### src/hw/rtl/pws_pkg.sv
// shared types and constants for the proximity window switch
`timescale 1ns / 1ps

package pws_pkg;

  localparam int unsigned WindowDef = 8;

  localparam int unsigned DistW  = 16;
  localparam int unsigned TimeW  = 32;
  localparam int unsigned CfgW   = 32;
  localparam int unsigned CfgIdxW = 2;

  localparam logic [CfgIdxW-1:0] RegMinDistance  = 2'd0;
  localparam logic [CfgIdxW-1:0] RegMaxDistance  = 2'd1;
  localparam logic [CfgIdxW-1:0] RegProbeDelayMs = 2'd2;

  localparam logic [DistW-1:0] MinDistanceRst  = 16'h0000;
  localparam logic [DistW-1:0] MaxDistanceRst  = 16'hffff;
  localparam logic [TimeW-1:0] ProbeDelayRst   = 32'h0000_0000;

  typedef struct packed {
    logic [DistW-1:0] distance;
    logic [TimeW-1:0] now_ms;
  } in_t;

  typedef struct packed {
    logic trigger;
    logic accepted;
  } out_t;

endpackage

### src/hw/rtl/pws_cfg.sv
// configuration registers and the band limits derived from them
`timescale 1ns / 1ps

module pws_cfg #(
  parameter int unsigned Window = pws_pkg::WindowDef,
  parameter int unsigned SumW   = pws_pkg::DistW + $clog2(Window)
) (
  input  logic                          clk_i,
  input  logic                          rst_ni,
  input  logic                          cfg_we_i,
  input  logic [pws_pkg::CfgIdxW-1:0]   cfg_idx_i,
  input  logic [pws_pkg::CfgW-1:0]      cfg_wdata_i,
  output logic [SumW-1:0]               lo_o,
  output logic [SumW-1:0]               hi_o,
  output logic [SumW-1:0]               mid_o,
  output logic [SumW+3:0]               cap9_o,
  output logic [pws_pkg::TimeW-1:0]     probe_delay_o
);

  logic [pws_pkg::DistW-1:0] min_q, max_q;
  logic [pws_pkg::TimeW-1:0] delay_q;

  always_ff @(posedge clk_i or negedge rst_ni) begin
    if (!rst_ni) begin
      min_q   <= pws_pkg::MinDistanceRst;
      max_q   <= pws_pkg::MaxDistanceRst;
      delay_q <= pws_pkg::ProbeDelayRst;
    end else if (cfg_we_i) begin
      unique case (cfg_idx_i)
        pws_pkg::RegMinDistance:  min_q   <= cfg_wdata_i[pws_pkg::DistW-1:0];
        pws_pkg::RegMaxDistance:  max_q   <= cfg_wdata_i[pws_pkg::DistW-1:0];
        pws_pkg::RegProbeDelayMs: delay_q <= cfg_wdata_i[pws_pkg::TimeW-1:0];
        default: ;
      endcase
    end
  end

  // band limits, registered once more so the sample path only compares
  logic [SumW-1:0] lo_d, hi_d, diff, cap, mid_d;
  logic [SumW+3:0] cap9_d;
  logic [SumW-1:0] lo_q, hi_q, mid_q;
  logic [SumW+3:0] cap9_q;

  always_comb begin
    lo_d   = SumW'(min_q) * SumW'(Window);
    hi_d   = SumW'(max_q) * SumW'(Window);
    diff   = hi_d - lo_d;
    cap    = diff >> 1;
    mid_d  = lo_d + cap;
    cap9_d = {1'b0, cap, 3'b000} + {4'b0000, cap};
  end

  always_ff @(posedge clk_i) begin
    lo_q   <= lo_d;
    hi_q   <= hi_d;
    mid_q  <= mid_d;
    cap9_q <= cap9_d;
  end

  assign lo_o          = lo_q;
  assign hi_o          = hi_q;
  assign mid_o         = mid_q;
  assign cap9_o        = cap9_q;
  assign probe_delay_o = delay_q;

endmodule

### src/hw/rtl/pws_core.sv
// rate limit, sample window, running sum and presence latch
`timescale 1ns / 1ps

module pws_core #(
  parameter int unsigned Window = pws_pkg::WindowDef,
  parameter int unsigned SumW   = pws_pkg::DistW + $clog2(Window)
) (
  input  logic                      clk_i,
  input  logic                      rst_ni,
  input  logic                      step_i,
  input  pws_pkg::in_t              item_i,
  input  logic [SumW-1:0]           lo_i,
  input  logic [SumW-1:0]           hi_i,
  input  logic [SumW-1:0]           mid_i,
  input  logic [SumW+3:0]           cap9_i,
  input  logic [pws_pkg::TimeW-1:0] probe_delay_i,
  output pws_pkg::out_t             result_o
);

  logic [pws_pkg::DistW-1:0] win_q [Window];
  logic [pws_pkg::DistW-1:0] win_d [Window];
  logic [SumW-1:0]           sum_q, sum_d;
  logic [pws_pkg::TimeW-1:0] last_q;
  logic                      latch_q;

  logic [pws_pkg::TimeW-1:0] elapsed;
  logic                      pass;
  logic                      in_band;
  logic [SumW-1:0]           dev;
  logic [SumW+3:0]           dev10;
  logic                      present;

  always_comb begin
    elapsed = item_i.now_ms - last_q;
    pass    = elapsed >= probe_delay_i;

    sum_d = sum_q - SumW'(win_q[Window-1]) + SumW'(item_i.distance);
    win_d[0] = item_i.distance;
    for (int i = 1; i < Window; i++) begin
      win_d[i] = win_q[i-1];
    end

    in_band = (sum_d >= lo_i) && (sum_d < hi_i);
    dev     = (sum_d >= mid_i) ? (sum_d - mid_i) : (mid_i - sum_d);
    dev10   = {1'b0, dev, 3'b000} + {3'b000, dev, 1'b0};
    present = in_band && !(dev10 > cap9_i);

    result_o.accepted = pass;
    result_o.trigger  = pass && present && !latch_q;
  end

  always_ff @(posedge clk_i or negedge rst_ni) begin
    if (!rst_ni) begin
      for (int i = 0; i < Window; i++) begin
        win_q[i] <= '0;
      end
      sum_q   <= '0;
      last_q  <= '0;
      latch_q <= 1'b0;
    end else if (step_i && pass) begin
      win_q   <= win_d;
      sum_q   <= sum_d;
      last_q  <= item_i.now_ms;
      latch_q <= present;
    end
  end

endmodule

### src/hw/rtl/proximity_window_switch.sv
// top level of the proximity window switch: beat registers around the core
`timescale 1ns / 1ps

// Takes one distance beat per cycle while results are taken, and returns one
// result beat for each, in order. A beat is held in an input register,
// evaluated combinationally against the window sum and the presence latch,
// and its result lands in an output register. One beat per cycle is
// sustained because the window shift, running sum, rate check and latch all
// update together when the beat is evaluated; a stalled result only holds
// off input once both registers are full. Configuration writes land in
// registers, and the band limits derived from them are registered once more.
module proximity_window_switch #(
  parameter int unsigned Window = pws_pkg::WindowDef
) (
  input  logic                        clk_i,
  input  logic                        rst_ni,
  input  logic                        in_valid_i,
  output logic                        in_ready_o,
  input  pws_pkg::in_t                in_data_i,
  output logic                        out_valid_o,
  input  logic                        out_ready_i,
  output pws_pkg::out_t               out_data_o,
  input  logic                        cfg_we_i,
  input  logic [pws_pkg::CfgIdxW-1:0] cfg_idx_i,
  input  logic [pws_pkg::CfgW-1:0]    cfg_wdata_i
);

  localparam int unsigned SumW = pws_pkg::DistW + $clog2(Window);

  logic [SumW-1:0]           lo, hi, mid;
  logic [SumW+3:0]           cap9;
  logic [pws_pkg::TimeW-1:0] probe_delay;

  pws_cfg #(
    .Window (Window),
    .SumW   (SumW)
  ) u_cfg (
    .clk_i         (clk_i),
    .rst_ni        (rst_ni),
    .cfg_we_i      (cfg_we_i),
    .cfg_idx_i     (cfg_idx_i),
    .cfg_wdata_i   (cfg_wdata_i),
    .lo_o          (lo),
    .hi_o          (hi),
    .mid_o         (mid),
    .cap9_o        (cap9),
    .probe_delay_o (probe_delay)
  );

  logic          in_vld_q, out_vld_q;
  pws_pkg::in_t  in_q;
  pws_pkg::out_t out_q, result;
  logic          step;

  assign step       = in_vld_q && (!out_vld_q || out_ready_i);
  assign in_ready_o = !in_vld_q || step;

  pws_core #(
    .Window (Window),
    .SumW   (SumW)
  ) u_core (
    .clk_i         (clk_i),
    .rst_ni        (rst_ni),
    .step_i        (step),
    .item_i        (in_q),
    .lo_i          (lo),
    .hi_i          (hi),
    .mid_i         (mid),
    .cap9_i        (cap9),
    .probe_delay_i (probe_delay),
    .result_o      (result)
  );

  always_ff @(posedge clk_i or negedge rst_ni) begin
    if (!rst_ni) begin
      in_vld_q  <= 1'b0;
      out_vld_q <= 1'b0;
    end else begin
      if (in_ready_o) begin
        in_vld_q <= in_valid_i;
      end
      if (step) begin
        out_vld_q <= 1'b1;
      end else if (out_ready_i) begin
        out_vld_q <= 1'b0;
      end
    end
  end

  always_ff @(posedge clk_i) begin
    if (in_valid_i && in_ready_o) begin
      in_q <= in_data_i;
    end
    if (step) begin
      out_q <= result;
    end
  end

  assign out_valid_o = out_vld_q;
  assign out_data_o  = out_q;

endmodule
### config.mk
export PLATFORM = sky130hd
export DESIGN_NAME = proximity_window_switch
export DESIGN_NICKNAME = d
export VERILOG_FILES = /design/src/hw/rtl/pws_pkg.sv /design/src/hw/rtl/pws_cfg.sv /design/src/hw/rtl/pws_core.sv /design/src/hw/rtl/proximity_window_switch.sv
export SDC_FILE = /design/constraint.sdc
export NUM_CORES = 1
export LEC_CHECK = 0
export BUFFER_PORTS_ARGS = -buffer_cell sky130_fd_sc_hd__buf_4
export CAP_MARGIN = 20
export CORE_UTILIZATION = 60
export CTS_CLUSTER_SIZE = 24
export DETAILED_ROUTE_END_ITERATION = 8
export GPL_TIMING_DRIVEN = 1
export PLACE_DENSITY = 0.77
export SYNTH_ARGS = -nofsm -noshare
export SYNTH_HDL_FRONTEND = slang
export SYNTH_SLANG_ARGS = --single-unit
export TNS_END_PERCENT = 50
### constraint.sdc
create_clock -name clk_i -period 25.7 [get_ports clk_i]
set_clock_uncertainty 0.1 [all_clocks]
set_input_delay 1.285 -clock clk_i [delete_from_list [all_inputs] [get_ports clk_i]]
set_output_delay 1.285 -clock clk_i [all_outputs]
set_load 0.005 [all_outputs]
==> impl_metrics.env <==
export IMPL_status="complete, no violations"
export IMPL_final_min_period_over_clock_period=0.3883
export IMPL_r2r_end="out_data_o[1]"
export IMPL_track_usage=0.2692
export IMPL_route_antenna_remaining_nets=0
export IMPL_timing_reg2reg_worst_path_depth=36
export IMPL_crit_path_max_incr_delay_ns=0.58
export IMPL_max_slew_worst_pin_slew_ns=1.092
export IMPL_cts_hold_buf=0
export IMPL_via_per_inst=5.760
export IMPL_setup_viol_count_final=0
export IMPL_max_freq_mhz=100.2
export IMPL_vias_in_the_first_global_route=15260
export IMPL_worstSetupStartpointType="register"
export IMPL_syn_nets=2331
export IMPL_finish_instance_area_sq_um=23760
export IMPL_vias=14880
export IMPL_regToRegStartpoint="in_q[33]"
export IMPL_clk_latency_ns=0.56
export IMPL_post_cts_resize_count=0
export IMPL_grt_pass1_wl_mm=76.71
export IMPL_maxSlewHeadroom=0.2721
export IMPL_die_area_sq_um=36250
export IMPL_final_slew_viol_count=0
export IMPL_hold_path_class="register to register"
export IMPL_drc_errors=0
export IMPL_placeable_area_sq_um=34710
export IMPL_syn2layout_area_growth_pct=11.57
export IMPL_drive_gt1_frac=0.1898
export IMPL_cts_buffers=39
export IMPL_gr_total_overflow=0
export IMPL_setup_reg_to_reg_worst_slack_ns=15.72
export IMPL_worst_path_max_fanout=13
export IMPL_synth_yosys_warnings=0
export IMPL_postCtsSetupBuffers=0
export IMPL_clock_tree_root_cell="sky130_fd_sc_hd__clkbuf_16"
export IMPL_busiest_layer="met2"
export IMPL_clock_tree_from_tritoncts="done"
export IMPL_standard_cell_area_after_detailed_placement_sq_um=22490
export IMPL_critical_path_required_ns=25.98
export IMPL_layout_min_cycle_time_ns=9.980
export IMPL_timing_critical_path_arrival_ns=10.26
export IMPL_max_cap_violations=0
export IMPL_die_width_um=190.4
export IMPL_gr_usage_met1=0.3345
export IMPL_end_kind="register"
export IMPL_endpoints_failing_hold=0
export IMPL_synth_async_reset_ratio=0.6758
export IMPL_wire_per_inst_um=18.26
export IMPL_route_final_wire_length_mm=47.16
export IMPL_worst_setup_path_type="register to register"
export IMPL_netlist_instances=1996
export IMPL_syn_cell_area_sq_um=21300
export IMPL_worstHoldEndpoint="u_cfg.lo_o[17]"
export IMPL_routability_congestion_estimate_from_global_placement=0.9669
export IMPL_yosys_cell_types_count=70
export IMPL_worst_path_clk_slew_ns=0.06
export IMPL_met3_usage=0.03920
export IMPL_clockBufferDepth=3
export IMPL_antenna_diode_count=0
export IMPL_largest_net_degree_at_the_start_of_global_routing=149
export IMPL_h_tree_depth=2
export IMPL_num_nets_final=2434
export IMPL_setup_repair_after_global_routing_missed_its_margin="no"
export IMPL_floorplan_io_pins=91
export IMPL_avgSynthCellArea_sq_um=10.67
export IMPL_ys_flop_type="sky130_fd_sc_hd__dfrtp_1"
export IMPL_fp_row_count=68
export IMPL_initial_core_util=0.6135
export IMPL_dp_final_hpwl_mm=36.00
export IMPL_final_core_util=0.6845
export IMPL_max_stage_delay_cell_worst_path="sky130_fd_sc_hd__or3_2"
export IMPL_synth_seq_area_share=0.4244
export IMPL_synth_edf_count=50
export IMPL_synth_seq_cells=364
export IMPL_hold_path_startpoint="u_cfg.min_q[14]"
export IMPL_tns_ns=0
export IMPL_grt_use_met2=0.4772
export IMPL_first_pass_iters=7
export IMPL_die_height_um=190.4
export IMPL_grt_antenna_before_repair=0
export IMPL_drt_iter0_drc=753
export IMPL_timing_hold_worst_path_depth=0
export IMPL_placement_io_buffers=90
export IMPL_clock_sinks=364
-- through the flow --
stage / worst slack (ns) / std cells / hold WS (ns)
finish: 15.72 / 2583 / 0.3009
global route: 14.94 / 2583 / 0.3251
CTS: 15.81 / 2583 / 0.3048
detailed placement: 15.87 / 2513 / 0.2885
global placement: 16.19 / 2513 / 0.2884
floorplan: 17.29 / 1996 / 0.2733
-- routing by layer --
layer | vias to the layer above | part of all wire
met4 | 0 | 0.030
met3 | 80 | 0.044
met5 | - | 0
met2 | 342 | 0.51
met1 | 7268 | 0.42
li1 | 7187 | -
-- critical path, delay by kind of cell (launching register included) --
family | cells | cell delay, ns
flip-flops | 1 | 0.35
XOR/XNOR | 3 | 0.76
AO/OA/AOI/OAI | 19 | 4.44
buffers and inverters | 1 | 0.06
adder cells (fa/ha/maj) | 5 | 2.05
AND/OR/NAND/NOR | 8 | 2.02
-- cells in the mapped netlist (13+ instances only) --
master,count,area (sq um)
sky130_fd_sc_hd__a211oi_1,20,150.1
sky130_fd_sc_hd__a21o_1,56,420.4
sky130_fd_sc_hd__a21oi_1,112,560.5
sky130_fd_sc_hd__a31oi_1,14,87.58
sky130_fd_sc_hd__and3_1,18,112.6
sky130_fd_sc_hd__clkbuf_1,32,120.1
sky130_fd_sc_hd__dfrtp_1,230,5756
sky130_fd_sc_hd__dfstp_2,16,420.4
sky130_fd_sc_hd__dfxtp_1,68,1361
sky130_fd_sc_hd__edfxtp_1,50,1501
sky130_fd_sc_hd__fa_1,22,440.4
sky130_fd_sc_hd__ha_1,226,2828
sky130_fd_sc_hd__inv_1,274,1028
sky130_fd_sc_hd__mux2_2,215,2421
sky130_fd_sc_hd__mux2i_1,19,190.2
sky130_fd_sc_hd__nand2_1,76,285.3
sky130_fd_sc_hd__nand2b_1,20,125.1
sky130_fd_sc_hd__nand3_1,29,145.1
sky130_fd_sc_hd__nand4_1,17,106.4
sky130_fd_sc_hd__nor2_1,74,277.8
sky130_fd_sc_hd__nor2b_1,18,112.6
sky130_fd_sc_hd__nor3_1,41,205.2
sky130_fd_sc_hd__o211ai_1,19,142.6
sky130_fd_sc_hd__o21ai_0,84,420.4
sky130_fd_sc_hd__o21bai_1,13,97.59
sky130_fd_sc_hd__xnor2_1,82,718.2
sky130_fd_sc_hd__xor2_1,32,280.3
-- cell type report --
cell class | count | area (sq um)
Tap cell | 455 | 569.3
Clock buffer | 57 | 1124
Fill cell | 2610 | 10950
Multi-Input combinational cell | 1324 | 11110
Sequential cell | 364 | 9039
Clock inverter | 13 | 145.1
Timing Repair Buffer | 96 | 740.7
Inverter | 274 | 1028
-- cell families (layout without fill, tap and decap cells) --
| kind of cell | count (synthesis) | in the layout | share of synthesized area |
|---|---|---|---|
| AO/OA/AOI/OAI | 392 | 392 | 0.1186 |
| flip-flops | 364 | 364 | 0.4244 |
| AND/OR/NAND/NOR | 336 | 336 | 0.07973 |
| buffers and inverters | 308 | 440 | 0.05434 |
| adder cells (fa/ha/maj) | 248 | 248 | 0.1535 |
| multiplexers | 234 | 234 | 0.1226 |
| XOR/XNOR | 114 | 114 | 0.04688 |
-- worst max-delay path by stage --
| stage | from | to | slack [ns] | cells after the start |
|---|---|---|---|---|
| after global placement | in_q[33] | out_data_o[1] | 16.19 | 39 |
| after CTS | in_q[33] | out_data_o[1] | 15.81 | 37 |
| after floorplan | in_q[33] | out_data_o[1] | 17.29 | 42 |
| final | in_q[33] | out_data_o[1] | 15.72 | 36 |
| after global routing | in_q[33] | out_data_o[1] | 14.94 | 39 |
| after detailed placement | in_q[33] | out_data_o[1] | 15.87 | 37 |
-- sequential cells by signal, indices dropped and copies added (netlist names), 19 cells and up --
register / count
in_q: 48
u_cfg.probe_delay_o: 32
u_core.win_d: 112
u_core.sum_q: 19
u_cfg.cap9_o: 20
u_core.last_q: 32
-- cells in the final DEF, fill, tap and decap left out, types with 16 or more instances in the layout --
cell	Yosys	routed
sky130_fd_sc_hd__a211oi_1	20	20
sky130_fd_sc_hd__a21o_1	56	56
sky130_fd_sc_hd__a21oi_1	112	112
sky130_fd_sc_hd__and3_1	18	18
sky130_fd_sc_hd__buf_4	0	94
sky130_fd_sc_hd__clkbuf_16	0	39
sky130_fd_sc_hd__dfrtp_1	230	230
sky130_fd_sc_hd__dfstp_2	16	16
sky130_fd_sc_hd__dfxtp_1	68	68
sky130_fd_sc_hd__edfxtp_1	50	50
sky130_fd_sc_hd__fa_1	22	22
sky130_fd_sc_hd__ha_1	226	226
sky130_fd_sc_hd__inv_1	274	274
sky130_fd_sc_hd__mux2_2	215	215
sky130_fd_sc_hd__mux2i_1	19	19
sky130_fd_sc_hd__nand2_1	76	76
sky130_fd_sc_hd__nand2b_1	20	20
sky130_fd_sc_hd__nand3_1	29	29
sky130_fd_sc_hd__nand4_1	17	17
sky130_fd_sc_hd__nor2_1	74	73
sky130_fd_sc_hd__nor2b_1	18	18
sky130_fd_sc_hd__nor3_1	41	41
sky130_fd_sc_hd__o211ai_1	19	19
sky130_fd_sc_hd__o21ai_0	84	84
sky130_fd_sc_hd__xnor2_1	82	82
sky130_fd_sc_hd__xor2_1	32	32
Power is not shown: default switching activity piles up to over one toggle a cycle in this logic, so the estimate is an artifact.
